--- config.mk ---
export PLATFORM = sky130hd
export DESIGN_NAME = trimmed_mean_ema_filter_core
export DESIGN_NICKNAME = d
export VERILOG_FILES = /design/src/hw/rtl/tmef_pkg.sv /design/src/hw/rtl/tmef_ctrl.sv /design/src/hw/rtl/tmef_lane.sv /design/src/hw/rtl/trimmed_mean_ema_filter_core.sv
export SDC_FILE = /design/constraint.sdc
export NUM_CORES = 2
export LEC_CHECK = 0
export BUFFER_PORTS_ARGS = -buffer_cell sky130_fd_sc_hd__clkbuf_2
export CAP_MARGIN = 20
export CORE_MARGIN = 8
export CORE_UTILIZATION = 45
export CTS_BUF_LIST = sky130_fd_sc_hd__clkbuf_4 sky130_fd_sc_hd__clkbuf_8
export DETAILED_ROUTE_END_ITERATION = 8
export SYNTH_ARGS = -nofsm -noshare
export SYNTH_HDL_FRONTEND = slang
export SYNTH_SLANG_ARGS = --single-unit
export TNS_END_PERCENT = 100
--- constraint.sdc ---
create_clock -name clock -period 17 [get_ports clock]
set_input_delay 1.7 -clock clock [delete_from_list [all_inputs] [get_ports clock]]
set_output_delay 1.7 -clock clock [all_outputs]
set_load 0.03 [all_outputs]
--- src/hw/rtl/tmef_pkg.sv ---
`timescale 1ns / 1ps
// Shared types and constants for the trimmed-mean smoothing filter.
// Used by tmef_ctrl, tmef_lane and trimmed_mean_ema_filter_core; no dependencies.

package tmef_pkg;

   // Fixed field widths of the sample channels.
   localparam int VEL_W = 32;
   localparam int TRQ_W = 16;

   // Configuration port.
   localparam int CSR_INDEX_W = 4;
   localparam int KEEP_W      = 17;
   localparam logic [CSR_INDEX_W-1:0] CSR_VEL_KEEP    = 4'd0;
   localparam logic [CSR_INDEX_W-1:0] CSR_TORQUE_KEEP = 4'd1;
   localparam logic [KEEP_W-1:0] VEL_KEEP_RESET    = 17'd55706;
   localparam logic [KEEP_W-1:0] TORQUE_KEEP_RESET = 17'd52429;

   // Q16 weight arithmetic.
   localparam int Q16_BITS = 16;
   localparam logic [KEEP_W-1:0]   ONE_Q16  = 17'h10000;
   localparam logic [Q16_BITS-1:0] HALF_Q16 = 16'h8000;

   // The keep weight is consumed four bits per cycle, most significant chunk first.
   localparam int KEEP_STEP_BITS = 4;
   localparam int K_STEPS        = 5;
   localparam int KPAD_W         = K_STEPS * KEEP_STEP_BITS;
   localparam int KSEL_W         = $clog2(K_STEPS);

   // Quotient bits produced per cycle by the mean divider.
   localparam int DIV_BITS = 8;

   typedef enum logic [3:0] {
      ST_IDLE,
      ST_SCAN,
      ST_TRIM,
      ST_LOAD,
      ST_DIV,
      ST_MEAN,
      ST_DIFF,
      ST_MUL,
      ST_SUM,
      ST_RND,
      ST_DMAG,
      ST_EMIT
   } state_type;

   typedef struct packed {
      logic              wr_en;
      logic              scan_en;
      logic              scan_first;
      logic              trim_en;
      logic              full;
      logic              load_en;
      logic              div_en;
      logic              mean_en;
      logic              diff_en;
      logic              mul_en;
      logic              mul_first;
      logic [KSEL_W-1:0] k_sel;
      logic              sum_en;
      logic              rnd_en;
      logic              seeded;
      logic              dmag_en;
      logic              out_en;
   } lane_cmd_type;

endpackage

--- src/hw/rtl/tmef_ctrl.sv ---
`timescale 1ns / 1ps
// Sequencer of the trimmed-mean smoothing filter: ring pointer, fill count,
// smoother seed flag and the step counter. Depends on tmef_pkg.

module tmef_ctrl #(
   parameter int WINDOW_LEN = 5,
   parameter int DIV_STEPS  = 7
) (
   input  logic                                  clock,
   input  logic                                  reset,
   input  logic                                  req_valid,
   input  logic                                  req_restart,
   output logic                                  req_ready,
   input  logic                                  rsp_ready,
   output logic                                  rsp_valid,
   output tmef_pkg::lane_cmd_type                cmd,
   output logic [$clog2(WINDOW_LEN)-1:0]         wr_slot,
   output logic [$clog2(WINDOW_LEN)-1:0]         rd_idx,
   output logic [$clog2(WINDOW_LEN+1)-1:0]       den
);

   localparam int IDX_W     = $clog2(WINDOW_LEN);
   localparam int DEN_W     = $clog2(WINDOW_LEN + 1);
   localparam int CNT_MAX_A = (WINDOW_LEN > DIV_STEPS) ? WINDOW_LEN : DIV_STEPS;
   localparam int CNT_MAX   = (CNT_MAX_A > tmef_pkg::K_STEPS) ? CNT_MAX_A : tmef_pkg::K_STEPS;
   localparam int CNT_W     = $clog2(CNT_MAX);
   localparam logic [DEN_W-1:0] FILL_FULL = DEN_W'(WINDOW_LEN);

   tmef_pkg::state_type state_ff, state_in;
   logic [CNT_W-1:0] cnt_ff, cnt_in;
   logic [IDX_W-1:0] slot_ff, slot_in;
   logic [DEN_W-1:0] fill_ff, fill_in;
   logic             seeded_ff, seeded_in;
   logic             rsp_valid_ff, rsp_valid_in;
   logic             full;

   always_ff @(posedge clock) begin
      if (reset) begin
         state_ff     <= tmef_pkg::ST_IDLE;
         cnt_ff       <= '0;
         slot_ff      <= '0;
         fill_ff      <= '0;
         seeded_ff    <= 1'b0;
         rsp_valid_ff <= 1'b0;
      end else begin
         state_ff     <= state_in;
         cnt_ff       <= cnt_in;
         slot_ff      <= slot_in;
         fill_ff      <= fill_in;
         seeded_ff    <= seeded_in;
         rsp_valid_ff <= rsp_valid_in;
      end
   end

   assign full      = (fill_ff == FILL_FULL);
   assign den       = full ? DEN_W'(WINDOW_LEN - 2) : fill_ff;
   assign rd_idx    = cnt_ff[IDX_W-1:0];
   assign wr_slot   = req_restart ? '0 : slot_ff;
   assign rsp_valid = rsp_valid_ff;

   always_comb begin
      state_in     = state_ff;
      cnt_in       = cnt_ff;
      slot_in      = slot_ff;
      fill_in      = fill_ff;
      seeded_in    = seeded_ff;
      rsp_valid_in = rsp_valid_ff & ~rsp_ready;
      req_ready    = 1'b0;
      cmd          = '0;
      cmd.full     = full;
      cmd.seeded   = seeded_ff;
      unique case (state_ff)
         tmef_pkg::ST_IDLE: begin
            req_ready = 1'b1;
            if (req_valid) begin
               cmd.wr_en = 1'b1;
               slot_in   = (wr_slot == IDX_W'(WINDOW_LEN - 1)) ? '0 : wr_slot + 1'b1;
               if (req_restart) begin
                  fill_in = DEN_W'(1);
               end else if (fill_ff != FILL_FULL) begin
                  fill_in = fill_ff + 1'b1;
               end
               seeded_in = seeded_ff & ~req_restart;
               cnt_in    = '0;
               state_in  = tmef_pkg::ST_SCAN;
            end
         end
         tmef_pkg::ST_SCAN: begin
            cmd.scan_en    = 1'b1;
            cmd.scan_first = (cnt_ff == '0);
            if (cnt_ff == CNT_W'(fill_ff - 1'b1)) begin
               cnt_in   = '0;
               state_in = tmef_pkg::ST_TRIM;
            end else begin
               cnt_in = cnt_ff + 1'b1;
            end
         end
         tmef_pkg::ST_TRIM: begin
            cmd.trim_en = 1'b1;
            state_in    = tmef_pkg::ST_LOAD;
         end
         tmef_pkg::ST_LOAD: begin
            cmd.load_en = 1'b1;
            cnt_in      = '0;
            state_in    = tmef_pkg::ST_DIV;
         end
         tmef_pkg::ST_DIV: begin
            cmd.div_en = 1'b1;
            if (cnt_ff == CNT_W'(DIV_STEPS - 1)) begin
               cnt_in   = '0;
               state_in = tmef_pkg::ST_MEAN;
            end else begin
               cnt_in = cnt_ff + 1'b1;
            end
         end
         tmef_pkg::ST_MEAN: begin
            cmd.mean_en = 1'b1;
            state_in    = seeded_ff ? tmef_pkg::ST_DIFF : tmef_pkg::ST_RND;
         end
         tmef_pkg::ST_DIFF: begin
            cmd.diff_en = 1'b1;
            cnt_in      = '0;
            state_in    = tmef_pkg::ST_MUL;
         end
         tmef_pkg::ST_MUL: begin
            cmd.mul_en    = 1'b1;
            cmd.mul_first = (cnt_ff == '0);
            cmd.k_sel     = tmef_pkg::KSEL_W'(tmef_pkg::K_STEPS - 1)
                            - cnt_ff[tmef_pkg::KSEL_W-1:0];
            if (cnt_ff == CNT_W'(tmef_pkg::K_STEPS - 1)) begin
               cnt_in   = '0;
               state_in = tmef_pkg::ST_SUM;
            end else begin
               cnt_in = cnt_ff + 1'b1;
            end
         end
         tmef_pkg::ST_SUM: begin
            cmd.sum_en = 1'b1;
            state_in   = tmef_pkg::ST_RND;
         end
         tmef_pkg::ST_RND: begin
            cmd.rnd_en = 1'b1;
            seeded_in  = 1'b1;
            state_in   = tmef_pkg::ST_DMAG;
         end
         tmef_pkg::ST_DMAG: begin
            cmd.dmag_en = 1'b1;
            state_in    = tmef_pkg::ST_EMIT;
         end
         tmef_pkg::ST_EMIT: begin
            // Wait here until the output register is free or being drained.
            if (!rsp_valid_ff || rsp_ready) begin
               cmd.out_en   = 1'b1;
               rsp_valid_in = 1'b1;
               state_in     = tmef_pkg::ST_IDLE;
            end
         end
         default: begin
            state_in = tmef_pkg::ST_IDLE;
         end
      endcase
   end

endmodule

--- src/hw/rtl/tmef_lane.sv ---
`timescale 1ns / 1ps
// Datapath of one filter channel: sample ring, trimmed sum, mean divider,
// keep-weight blend and display rounding. Depends on tmef_pkg.

module tmef_lane #(
   parameter int SAMPLE_W   = 32,
   parameter int FRAC_BITS  = 16,
   parameter int WINDOW_LEN = 5,
   parameter int DIV_STEPS  = 7
) (
   input  logic                                 clock,
   input  tmef_pkg::lane_cmd_type               cmd,
   input  logic [$clog2(WINDOW_LEN)-1:0]        wr_slot,
   input  logic [$clog2(WINDOW_LEN)-1:0]        rd_idx,
   input  logic [$clog2(WINDOW_LEN+1)-1:0]      den,
   input  logic [tmef_pkg::KEEP_W-1:0]          keep,
   input  logic signed [SAMPLE_W-1:0]           sample,
   output logic signed [SAMPLE_W-1:0]           result
);

   localparam int DEN_W  = $clog2(WINDOW_LEN + 1);
   localparam int SUM_W  = SAMPLE_W + 4;
   localparam int DIV_W  = DIV_STEPS * tmef_pkg::DIV_BITS;
   localparam int SMW    = SAMPLE_W + FRAC_BITS + 1;
   localparam int DIFF_W = SMW + 1;
   localparam int KB     = tmef_pkg::KEEP_STEP_BITS;
   localparam int PROD_W = DIFF_W + KB + 1;
   localparam int ACC_W  = DIFF_W + tmef_pkg::KEEP_W;
   localparam int QB     = tmef_pkg::Q16_BITS;
   localparam logic [SAMPLE_W:0] POS_LIM = {2'b00, {(SAMPLE_W-1){1'b1}}};
   localparam logic [SAMPLE_W:0] NEG_LIM = {2'b01, {(SAMPLE_W-1){1'b0}}};

   logic signed [SAMPLE_W-1:0] ring_ff [WINDOW_LEN];
   logic signed [SAMPLE_W-1:0] entry;
   logic signed [SUM_W-1:0]    sum_ff, sum_in, tsum_ff, tsum_in;
   logic signed [SAMPLE_W-1:0] lo_ff, lo_in, hi_ff, hi_in;
   logic                       neg_ff;
   logic [SUM_W-1:0]           tmag;
   logic [DIV_W-1:0]           div_ff, div_in;
   logic [DEN_W-1:0]           rem_ff, rem_in;
   logic signed [SMW-1:0]      mean_ff, mean_in;
   logic signed [DIFF_W-1:0]   diff_ff;
   logic [tmef_pkg::KEEP_W-1:0] kclamp;
   logic [tmef_pkg::KPAD_W-1:0] kpad;
   logic [KB-1:0]              chunk;
   logic signed [PROD_W-1:0]   prod;
   logic signed [ACC_W-1:0]    acc_ff, acc_in, total_ff;
   logic signed [SMW-1:0]      qfloor;
   logic [QB-1:0]              qrem;
   logic                       bump;
   logic signed [SMW-1:0]      smooth_ff, smooth_in;
   logic                       dneg_ff;
   logic [SMW-1:0]             dmag_ff, smag;
   logic [SAMPLE_W:0]          whole;
   logic signed [SAMPLE_W-1:0] out_ff, out_in;

   // Sample ring; entries beyond the fill count are never read.
   always_ff @(posedge clock) begin
      if (cmd.wr_en) begin
         ring_ff[wr_slot] <= sample;
      end
   end

   // Running sum, minimum and maximum, one ring entry per cycle.
   assign entry = ring_ff[rd_idx];

   always_comb begin
      if (cmd.scan_first) begin
         sum_in = SUM_W'(entry);
         lo_in  = entry;
         hi_in  = entry;
      end else begin
         sum_in = sum_ff + SUM_W'(entry);
         lo_in  = (entry < lo_ff) ? entry : lo_ff;
         hi_in  = (entry > hi_ff) ? entry : hi_ff;
      end
   end

   assign tsum_in = cmd.full ? (sum_ff - SUM_W'(lo_ff) - SUM_W'(hi_ff)) : sum_ff;
   assign tmag    = tsum_ff[SUM_W-1] ? $unsigned(-tsum_ff) : $unsigned(tsum_ff);

   // Restoring divider on the magnitude, DIV_BITS quotient bits per cycle.
   // Quotient bits shift into the low end as the dividend leaves the top.
   always_comb begin
      logic [DIV_W-1:0] d;
      logic [DEN_W:0]   r;
      d = div_ff;
      r = {1'b0, rem_ff};
      for (int j = 0; j < tmef_pkg::DIV_BITS; j++) begin
         r = {r[DEN_W-1:0], d[DIV_W-1]};
         d = {d[DIV_W-2:0], 1'b0};
         if (r >= {1'b0, den}) begin
            r    = r - {1'b0, den};
            d[0] = 1'b1;
         end
      end
      if (cmd.load_en) begin
         div_in = DIV_W'({tmag, {FRAC_BITS{1'b0}}}) + DIV_W'(den >> 1);
         rem_in = '0;
      end else begin
         div_in = d;
         rem_in = r[DEN_W-1:0];
      end
   end

   assign mean_in = neg_ff ? -$signed(div_ff[SMW-1:0]) : $signed(div_ff[SMW-1:0]);

   // Blend as mean * 2^16 + keep * (old - mean), the product built chunk by chunk.
   assign kclamp = (keep > tmef_pkg::ONE_Q16) ? tmef_pkg::ONE_Q16 : keep;
   assign kpad   = tmef_pkg::KPAD_W'(kclamp);
   assign chunk  = kpad[cmd.k_sel * KB +: KB];
   assign prod   = diff_ff * $signed({1'b0, chunk});
   assign acc_in = cmd.mul_first ? ACC_W'(prod) : (acc_ff <<< KB) + ACC_W'(prod);

   // Floor of total / 2^16, then one up when the remainder rounds away from zero.
   assign qfloor = SMW'(total_ff >>> QB);
   assign qrem   = total_ff[QB-1:0];
   assign bump   = (qrem > tmef_pkg::HALF_Q16)
                   || ((qrem == tmef_pkg::HALF_Q16) && !total_ff[ACC_W-1]);
   assign smooth_in = cmd.seeded ? qfloor + $signed({{(SMW-1){1'b0}}, bump}) : mean_ff;

   assign smag  = smooth_ff[SMW-1] ? $unsigned(-smooth_ff) : $unsigned(smooth_ff);
   assign whole = (SAMPLE_W+1)'(dmag_ff >> FRAC_BITS);

   always_comb begin
      if (!dneg_ff && (whole > POS_LIM)) begin
         out_in = $signed(POS_LIM[SAMPLE_W-1:0]);
      end else if (dneg_ff && (whole > NEG_LIM)) begin
         out_in = $signed(NEG_LIM[SAMPLE_W-1:0]);
      end else if (dneg_ff) begin
         out_in = -$signed(whole[SAMPLE_W-1:0]);
      end else begin
         out_in = $signed(whole[SAMPLE_W-1:0]);
      end
   end

   always_ff @(posedge clock) begin
      if (cmd.scan_en) begin
         sum_ff <= sum_in;
         lo_ff  <= lo_in;
         hi_ff  <= hi_in;
      end
      if (cmd.trim_en) begin
         tsum_ff <= tsum_in;
      end
      if (cmd.load_en) begin
         neg_ff <= tsum_ff[SUM_W-1];
      end
      if (cmd.load_en || cmd.div_en) begin
         div_ff <= div_in;
         rem_ff <= rem_in;
      end
      if (cmd.mean_en) begin
         mean_ff <= mean_in;
      end
      if (cmd.diff_en) begin
         diff_ff <= DIFF_W'(smooth_ff) - DIFF_W'(mean_ff);
      end
      if (cmd.mul_en) begin
         acc_ff <= acc_in;
      end
      if (cmd.sum_en) begin
         total_ff <= acc_ff + (ACC_W'(mean_ff) <<< QB);
      end
      if (cmd.rnd_en) begin
         smooth_ff <= smooth_in;
      end
      if (cmd.dmag_en) begin
         dneg_ff <= smooth_ff[SMW-1];
         dmag_ff <= smag + (SMW'(1) << (FRAC_BITS - 1));
      end
      if (cmd.out_en) begin
         out_ff <= out_in;
      end
   end

   assign result = out_ff;

endmodule

--- src/hw/rtl/trimmed_mean_ema_filter_core.sv ---
`timescale 1ns / 1ps
// Top level of the trimmed-mean exponential smoothing filter: stream ports,
// keep-weight registers, sequencer and one datapath lane per channel.
// Depends on tmef_pkg, tmef_ctrl and tmef_lane.
//
//   Channel  Direction  Handshake              Payload
//   req_     in         req_tvalid/req_tready  tdata: velocity, torque; tuser: restart
//   rsp_     out        rsp_tvalid/rsp_tready  tdata: velocity_display, torque_display
//   csr_     in         csr_valid/csr_ready    csr_index, csr_data (keep weights)
//
// One item at a time. After the input transfer the sequencer scans the n ring
// entries in use, trims and runs the mean divider (8 quotient bits a cycle, which
// sets DIV_STEPS); once the smoother is seeded the 4-bit-per-cycle keep multiplier
// runs as well. The result is registered once the output register is free or
// being drained, and the next item is then taken. A stalled result stays in
// the output register while the next item is computed. Reset is synchronous.

module trimmed_mean_ema_filter_core #(
   parameter int WINDOW_LEN = 5,
   parameter int FRAC_BITS  = 16
) (
   input  logic                                 clock,
   input  logic                                 reset,
   input  logic                                 req_tvalid,
   output logic                                 req_tready,
   // [31:0] velocity_sample, [47:32] torque_sample
   input  logic [47:0]                          req_tdata,
   // [0] restart
   input  logic                                 req_tuser,
   output logic                                 rsp_tvalid,
   input  logic                                 rsp_tready,
   // [31:0] velocity_display, [47:32] torque_display
   output logic [47:0]                          rsp_tdata,
   input  logic                                 csr_valid,
   output logic                                 csr_ready,
   input  logic [tmef_pkg::CSR_INDEX_W-1:0]     csr_index,
   input  logic [tmef_pkg::KEEP_W-1:0]          csr_data
);

   localparam int DIV_STEPS =
      (tmef_pkg::VEL_W + 4 + FRAC_BITS + tmef_pkg::DIV_BITS - 1) / tmef_pkg::DIV_BITS;
   localparam int IDX_W = $clog2(WINDOW_LEN);
   localparam int DEN_W = $clog2(WINDOW_LEN + 1);

   logic [tmef_pkg::KEEP_W-1:0] vel_keep_ff, torque_keep_ff;
   tmef_pkg::lane_cmd_type      cmd;
   logic [IDX_W-1:0]            wr_slot, rd_idx;
   logic [DEN_W-1:0]            den;
   logic signed [tmef_pkg::VEL_W-1:0] vel_result;
   logic signed [tmef_pkg::TRQ_W-1:0] trq_result;

   assign csr_ready = 1'b1;

   always_ff @(posedge clock) begin
      if (reset) begin
         vel_keep_ff    <= tmef_pkg::VEL_KEEP_RESET;
         torque_keep_ff <= tmef_pkg::TORQUE_KEEP_RESET;
      end else if (csr_valid) begin
         unique case (csr_index)
            tmef_pkg::CSR_VEL_KEEP:    vel_keep_ff    <= csr_data;
            tmef_pkg::CSR_TORQUE_KEEP: torque_keep_ff <= csr_data;
            default: begin
               // Writes to unassigned indexes are dropped.
            end
         endcase
      end
   end

   tmef_ctrl #(
      .WINDOW_LEN (WINDOW_LEN),
      .DIV_STEPS  (DIV_STEPS)
   ) u_ctrl (
      .clock       (clock),
      .reset       (reset),
      .req_valid   (req_tvalid),
      .req_restart (req_tuser),
      .req_ready   (req_tready),
      .rsp_ready   (rsp_tready),
      .rsp_valid   (rsp_tvalid),
      .cmd         (cmd),
      .wr_slot     (wr_slot),
      .rd_idx      (rd_idx),
      .den         (den)
   );

   tmef_lane #(
      .SAMPLE_W   (tmef_pkg::VEL_W),
      .FRAC_BITS  (FRAC_BITS),
      .WINDOW_LEN (WINDOW_LEN),
      .DIV_STEPS  (DIV_STEPS)
   ) u_vel_lane (
      .clock   (clock),
      .cmd     (cmd),
      .wr_slot (wr_slot),
      .rd_idx  (rd_idx),
      .den     (den),
      .keep    (vel_keep_ff),
      .sample  ($signed(req_tdata[31:0])),
      .result  (vel_result)
   );

   tmef_lane #(
      .SAMPLE_W   (tmef_pkg::TRQ_W),
      .FRAC_BITS  (FRAC_BITS),
      .WINDOW_LEN (WINDOW_LEN),
      .DIV_STEPS  (DIV_STEPS)
   ) u_trq_lane (
      .clock   (clock),
      .cmd     (cmd),
      .wr_slot (wr_slot),
      .rd_idx  (rd_idx),
      .den     (den),
      .keep    (torque_keep_ff),
      .sample  ($signed(req_tdata[47:32])),
      .result  (trq_result)
   );

   assign rsp_tdata = {trq_result, vel_result};

endmodule
## Word level (Yosys, flattened, before mapping)

Memories as Yosys holds them, arrays and structs flattened. A register that Yosys moved wholly into a read port is not among the register bits.
Index checks and enable logic that the tools add are counted.

- Register bits: 993
- Bits in writable memories: 240
- Output and inout bits: 51
- Word-level logic and storage cells: 289
- Memories: 2

- Add/sub/neg operators: 47
- Multiply operators: 2
- Magnitude comparators: 28
- Eq/ne operators: 25
- Shifts and indexed selects: 2
- Multiplexer cells: 104
- Bitwise logic cells: 4
- Reduce and logical (&&, ||, !) cells: 37

Memory list:

| name | words | width | read ports | clocked after Yosys merged registers in | write ports | RTL line | source |
|---|---|---|---|---|---|---|---|
| u_vel_lane.ring_ff | 5 | 32 | 1 | 1 | 1 | tmef_lane.sv:33 | `logic signed [SAMPLE_W-1:0] ring_ff [WINDOW_LEN];` |
| u_trq_lane.ring_ff | 5 | 16 | 1 | 1 | 1 | tmef_lane.sv:33 |  |

Operators by type and width:

| kind | count |
|---|---|
| 32-bit 2-to-1 mux | 6 |
| 49-bit 2-to-1 mux | 3 |
| 56-bit 2-to-1 mux | 2 |
| 36-bit 2-to-1 mux | 3 |
| 33-bit 2-to-1 mux | 3 |
| 49-bit negation | 2 |
| 16-bit 2-to-1 mux | 6 |
| 3-bit 2-to-1 mux | 29 |
| 36-bit by 32-bit subtractor with 36-bit output | 2 |
| 67-bit by 55-bit adder with 67-bit output | 1 |
| 67-bit by 65-bit adder with 67-bit output | 1 |
| 67-bit 2-to-1 mux | 1 |
| 33-bit negation | 2 |
| 4-bit by 3-bit >= comparator with 1-bit output | 16 |
| 20-bit 2-to-1 mux | 3 |
| 50-bit by 5-bit multiplier with 55-bit output | 1 |
| 52-bit by 2-bit adder with 53-bit output | 1 |
| 51-bit by 39-bit adder with 51-bit output | 1 |
| 51-bit by 49-bit adder with 51-bit output | 1 |
| 51-bit 2-to-1 mux | 1 |
| 49-bit by 49-bit subtractor with 50-bit output | 1 |
| 49-bit by 16-bit adder with 49-bit output (second input constant) | 1 |
| 49-bit by 2-bit adder with 49-bit output | 1 |
| 4-bit case mux with 12 select lines | 1 |
| other kinds (57) | 160 |

## Longest topological paths before layout

- Depth in word-level cells: 19
- Depth in mapped cells: 70

## Hierarchy

Synthesis repeated with hierarchy kept, for this count alone.

- Cells, all modules: 8615
- Area total of the unflattened synthesis: 88770.1 um^2

By module, submodules not included:

| module | instances | cells each | area an instance (um^2) | seq. area each (um^2) |
|---|---|---|---|---|
| tmef_lane at u_vel_lane | 1 | 5131 | 52968.3 | 21110.2 |
| tmef_lane at u_trq_lane | 1 | 3199 | 33256.9 | 13422.9 |
| trimmed_mean_ema_filter_core | 1 | 140 | 1422.6 | 680.7 |
| tmef_ctrl | 1 | 145 | 1122.3 | 300.3 |

## Worst setup path before layout

No wires, ideal clock.

- Path kind: reg-to-reg
- Start point: register u_ctrl.fill_ff[1]
- End point: register u_vel_lane.div_ff[0] (data pin)
- Library setup time: 0.255 ns
- Arrival: 12.868 ns
- Data required time: 16.745 ns
- Slack: 3.877 ns
- Cell stages (with the launch flop): 65
- Period minus slack after synthesis: 13.123 ns
- Cell sequence: dfxtp_1 -> inv_1 -> ha_1 -> nand2_1 -> clkbuf_1 -> buf_1 -> nand2_1 -> ha_1 -> maj3_1 -> o21ai_1 -> and2_1 -> buf_2 -> mux2_2 -> ha_1 -> a21o_1 -> or3_1 -> o21ai_0 -> inv_1 -> (+29 left out) -> mux2_2 -> fa_1 -> nand2_1 -> a21oi_1 -> o21ai_0 -> and4bb_2 -> or2_2 -> mux2i_1 -> ha_1 -> nand2_1 -> nor2_1 -> a21oi_1 -> nand2_1 -> a21oi_1 -> a31oi_1 -> mux2i_1 -> or3b_1 -> o21ba_2

- Longest elaborated chain between the ends: 19
- Elaborated cells between the ends (all ways): 27
- Those cells by class: add/sub: 8; order compare: 8; eq/ne: 1; mux: 10

Ends and longest elaborated chain:

| element | RTL line | source |
|---|---|---|
| start: declaration | tmef_ctrl.sv:32 | `logic [DEN_W-1:0] fill_ff, fill_in;` |
| start signal: assignment | tmef_ctrl.sv:49 | `fill_ff <= fill_in;` |
| 3-bit == test | tmef_ctrl.sv:55 | `assign full = (fill_ff == FILL_FULL);` |
| 3-bit 2-to-1 mux * | tmef_ctrl.sv:56 | `assign den = full ? DEN_W'(WINDOW_LEN - 2) : fill_ff;` |
| 4-bit by 3-bit >= comparator with 1-bit output or 3-bit subtractor (tied branches) | tmef_lane.sv:92, tmef_lane.sv:93 |  |
| 3-bit 2-to-1 mux | tmef_lane.sv:92 | `if (r >= {1'b0, den}) begin` |
| 4-bit by 3-bit >= comparator with 1-bit output or 3-bit subtractor (tied branches) | tmef_lane.sv:92, tmef_lane.sv:93 |  |
| 3-bit 2-to-1 mux | tmef_lane.sv:92 |  |
| 4-bit by 3-bit >= comparator with 1-bit output or 3-bit subtractor (tied branches) | tmef_lane.sv:92, tmef_lane.sv:93 |  |
| 3-bit 2-to-1 mux | tmef_lane.sv:92 |  |
| (+4 left out) | -- |  |
| 4-bit by 3-bit >= comparator with 1-bit output or 3-bit subtractor (tied branches) | tmef_lane.sv:92, tmef_lane.sv:93 |  |
| 3-bit 2-to-1 mux | tmef_lane.sv:92 |  |
| 4-bit by 3-bit >= comparator with 1-bit output or 3-bit subtractor (tied branches) | tmef_lane.sv:92, tmef_lane.sv:93 |  |
| 3-bit 2-to-1 mux | tmef_lane.sv:92 |  |
| 4-bit by 3-bit >= comparator with 1-bit output | tmef_lane.sv:92 |  |
| 1-bit 2-to-1 mux | tmef_lane.sv:92 |  |
| 56-bit 2-to-1 mux * | tmef_lane.sv:97 | `if (cmd.load_en) begin` |
| via u_vel_lane.div_in[0] | tmef_lane.sv:39 | `logic [DIV_W-1:0] div_ff, div_in;` |
| end signal: assignment | tmef_lane.sv:150 | `div_ff <= div_in;` |
| end: declaration | tmef_lane.sv:39 |  |

The timed path passes the listed nets; every way through them passes the cells marked *.
A chain may end at the register's enable or synchronous reset.

## Worst setup path after layout

Ends and elaborated chain as after synthesis.

==> results.py <==
metrics = {
    "placed_design": {
        "io_buffers": 124,
        "place_inst": 11086,
        "dp_slack_ps": 2771,
        "post-dp-hpwl_um": 165600,
        "gp_congestion": 0.8929,
    },
    "setup_path": {
        "cp_slowest_cell": "or3b_1",
        "crit_start": "u_ctrl.fill_ff[1]",
        "crit_path_max_fanout": 16,
        "cp_top_family": "compound AO/OA/AOI/OAI gates",
        "cp-end-kind": "flip-flop",
        "worstReg2RegStart": "u_ctrl.fill_ff[1]",
        "crit_arrival_ps": 14990,
        "cp_common_cell": "nand2_1",
        "crit_type": "reg2reg",
        "slowest_delay_ps": 450,
        "cp.required_ps": 17720,
        "critPathLaunchType": "flip-flop",
        "cp_num_buf_inv": 8,
    },
    "sta": {
        "period_minus_slack_ps": 14260,
        "fin_tns_setup_ps": 0,
        "slew_headroom_pct": 25.47,
        "drv_slew": 0,
        "timing.fmax_ghz": 0.07012,
        "rsz0062_at_grt": "false",
        "tightest_slew_ps": 1118,
        "skew_ps": 48.86,
        "setup-violations-final": 0,
        "hold_viol_final": 0,
        "fin_ws_ps": 2739,
        "post-route-period-util_pct": 83.89,
    },
    "clock_network": {
        "clockBufferDepth": 3,
        "htree_levels": 4,
        "worstSkewPairLatency_ps": 1000,
        "postCtsSetupBuffers": 0,
        "clock_sinks": 1202,
        "cts_buffers": 213,
        "postCtsResizedCells": 0,
        "root_buffer": "clkbuf_8",
        "ctsHoldBuffers": 0,
        "path_clk_slew_ps": 50,
        "cts_tree": "yes",
    },
    "flow_run": {
        "drv_cap": 0,
    },
    "layout": {
        "fin_nets": 9832,
        "layout.cells.non_filler": 11477,
        "drive_above_1_share_pct": 8.548,
        "areaGrowthSynthToFinish_pct": 9.361,
        "nFillCells": 17517,
    },
    "logic_synthesis": {
        "synth_seq_cells": 1202,
        "synthFlopType": "edfxtp_1",
        "synth_cell_type_count": 101,
        "synthCells": 8621,
        "syn-mean-instance-area_sq_um": 10.13,
        "netlist_area_sq_um": 87300,
        "ys_warn_count": 0,
        "ys_seq_area_share_pct": 40.75,
        "yosys-top-cells-area": "edfxtp_1 40%, ha_1 11%, fa_1 5.6%",
        "ys_async_sr_fraction_pct": 0,
        "synth_edf_count": 1150,
        "netlist.area_leader.share_pct": 39.55,
        "syn_nets": 9678,
        "synth_area_leader_cell": "edfxtp_1",
    },
    "floorplan": {
        "die_h_um": 456.5,
        "start_util_pct": 45.33,
        "io_pins": 126,
        "rows": 161,
        "die_w_um": 456.5,
        "dieArea_sq_um": 208400,
        "coreArea_sq_um": 192600,
    },
    "pwr": {
        "leakagePower_nw": 38.67,
        "p_sw_mw": 5.979,
        "comb_power_share_pct": 51.4,
        "power_density_nw_per_um2": 155.0,
        "power.internal_mw": 8.819,
        "pwr-share-seq_pct": 28.9,
        "swShare_pct": 40.41,
        "irDropWorstVdd_uv": 148.0,
        "clockPowerShare_pct": 19.7,
    },
    "global_route": {
        "antenna_found_initial": 3,
        "gr-total-overflow": 0,
        "grt_pass1_vias": 63324,
        "grt_max_degree": 108,
        "grt_first_pass_wirelength_um": 344200,
        "track_usage_pct": 20.11,
    },
    "drt": {
        "wire_per_inst_um": 18.74,
        "drcViolationCount": 0,
        "vias": 63532,
        "routed_wl_um": 215100,
        "ant_nets": 0,
        "dr.pass1.iters": 6,
        "avgViaCountPerCell": 5.536,
        "drtIter0Drc": 3917,
    },
    "worst_hold_path": {
        "hold_path_startpoint": "u_vel_lane.acc_ff[0]",
        "hold_class": "reg2reg",
    },
    "run_status": {
        "status": "finished clean",
    },
}
[layout by cell type (no fill, tap or decap), drive strengths merged, types with 21 or more instances in the layout]
| master | count |
|---|---|
| clkbuf | 410 |
| nor3 | 123 |
| o31ai | 91 |
| a21oi | 588 |
| clkinv | 72 |
| o211ai | 26 |
| nor2b | 168 |
| edfxtp | 1150 |
| mux4 | 48 |
| a31oi | 57 |
| a211oi | 56 |
| and2 | 254 |
| and4 | 21 |
| nor4 | 45 |
| o21ai | 545 |
| nand3b | 29 |
| a21boi | 36 |
| or4 | 36 |
| mux2 | 64 |
| or2 | 46 |
| nand4 | 84 |
| a21o | 251 |
| o22ai | 22 |
| o21a | 101 |
| nand3 | 139 |
| and3 | 76 |
| o41ai | 34 |
| or3 | 68 |
| dfxtp | 52 |
| xor2 | 317 |
| inv | 782 |
| nor2 | 519 |
| xnor2 | 442 |
| buf | 59 |
| ha | 738 |
| nand2b | 97 |
| mux2i | 36 |
| fa | 244 |
| o21bai | 56 |
| nand2 | 744 |
[worst paths after layout]
kind                            end  slack [ps]  cells after the start
max            u_vel_lane.div_ff[0]        2740                     66
min          u_vel_lane.total_ff[0]         470                      0
max reg2reg    u_vel_lane.div_ff[0]        2740                     66
min reg2reg  u_vel_lane.total_ff[0]         470                      0
[cell usage after synthesis (all sizes together), types with 91 or more instances]
library cell     n
nor2           519
a21oi          588
nor3           123
ha             738
inv            770
o21a           101
nand2          744
edfxtp        1150
o31ai           91
a21o           251
fa             244
clkbuf         211
nand3          139
o21ai          545
xor2           317
and2           254
xnor2          442
nand2b          97
nor2b          168
[power by group through the flow]
stage | registers [mW] | logic (mW) | clock network (mW)
CTS | 4.28 | 7.61 | 3.01
global placement | 4.33 | 7.42 | 0
detailed placement | 4.34 | 7.55 | 0
finish | 4.27 | 7.61 | 2.92
floorplan | 4.23 | 5.93 | 0
global route | 4.32 | 8.56 | 3.13
[metrics by stage]
step           hold WS [ps]  power (mW)  instance area (sq um)  util (%)
2_1_floorplan         424.4       10.15                  87310         -
3_3_place_gp          448.7       11.74                  90880     47.19
3_5_place_dp          453.0       11.88                  90880     47.19
4_1_cts               466.8       14.90                  95470     49.58
5_1_grt               476.9       16.00                  95480     49.58
6_report              465.2       14.80                  95480     49.58
[kinds of logic after synthesis]
kind of cell               count (synthesis)  synth area share, %
adders and majority gates                984                16.19
buffers and inverters                   1014                4.380
muxes                                    148                2.476
and+or+nand+nor                         2483                14.14
xor gates and xnor gates                 759                7.614
AOI/OAI and AO/OA                       2030                14.45
DFF                                     1202                40.75
other                                      1             0.004295
[flip-flops by register name (all words and copies together) (netlist names), 32 cells and up, named ones only]
name and cells:
u_trq_lane.acc_ff 51, u_trq_lane.diff_ff 34, u_trq_lane.div_ff 56, u_trq_lane.mean_ff 33, u_trq_lane.ring_ff 80, u_trq_lane.smooth_ff 33
u_trq_lane.total_ff 50, u_vel_lane.acc_ff 67, u_vel_lane.diff_ff 50, u_vel_lane.div_ff 56, u_vel_lane.dmag_ff 33, u_vel_lane.hi_ff 32
u_vel_lane.lo_ff 32, u_vel_lane.mean_ff 49, u_vel_lane.result 32, u_vel_lane.ring_ff 160, u_vel_lane.smooth_ff 49, u_vel_lane.sum_ff 36
u_vel_lane.total_ff 66, u_vel_lane.tsum_ff 36
[routing by layer]
layer | routed length [um] | GRT usage, % | vias to the layer above
met5 | 0 | 0 | -
met4 | 5886 | 6.059 | 0
met3 | 9659 | 2.860 | 328
met2 | 99800 | 33.57 | 1315
met1 | 99730 | 27.23 | 30651
li1 | - | - | 31238
[area by class of cell]
| type | instances | area, sq um | share of cell area, % |
|---|---|---|---|
| diodes | 2 | 5.005 | 0.005242 |
| clock buffers | 286 | 3573 | 3.743 |
| repair buffers | 183 | 1064 | 1.114 |
| flip-flops and latches | 1202 | 35580 | 37.27 |
| clock inverters | 103 | 1023 | 1.072 |
| inverters | 770 | 2892 | 3.028 |
| multi-input cells | 6405 | 48180 | 50.46 |
| well taps | 2526 | 3161 | 3.310 |
No activity file was read; power rests on OpenSTA's default activity.
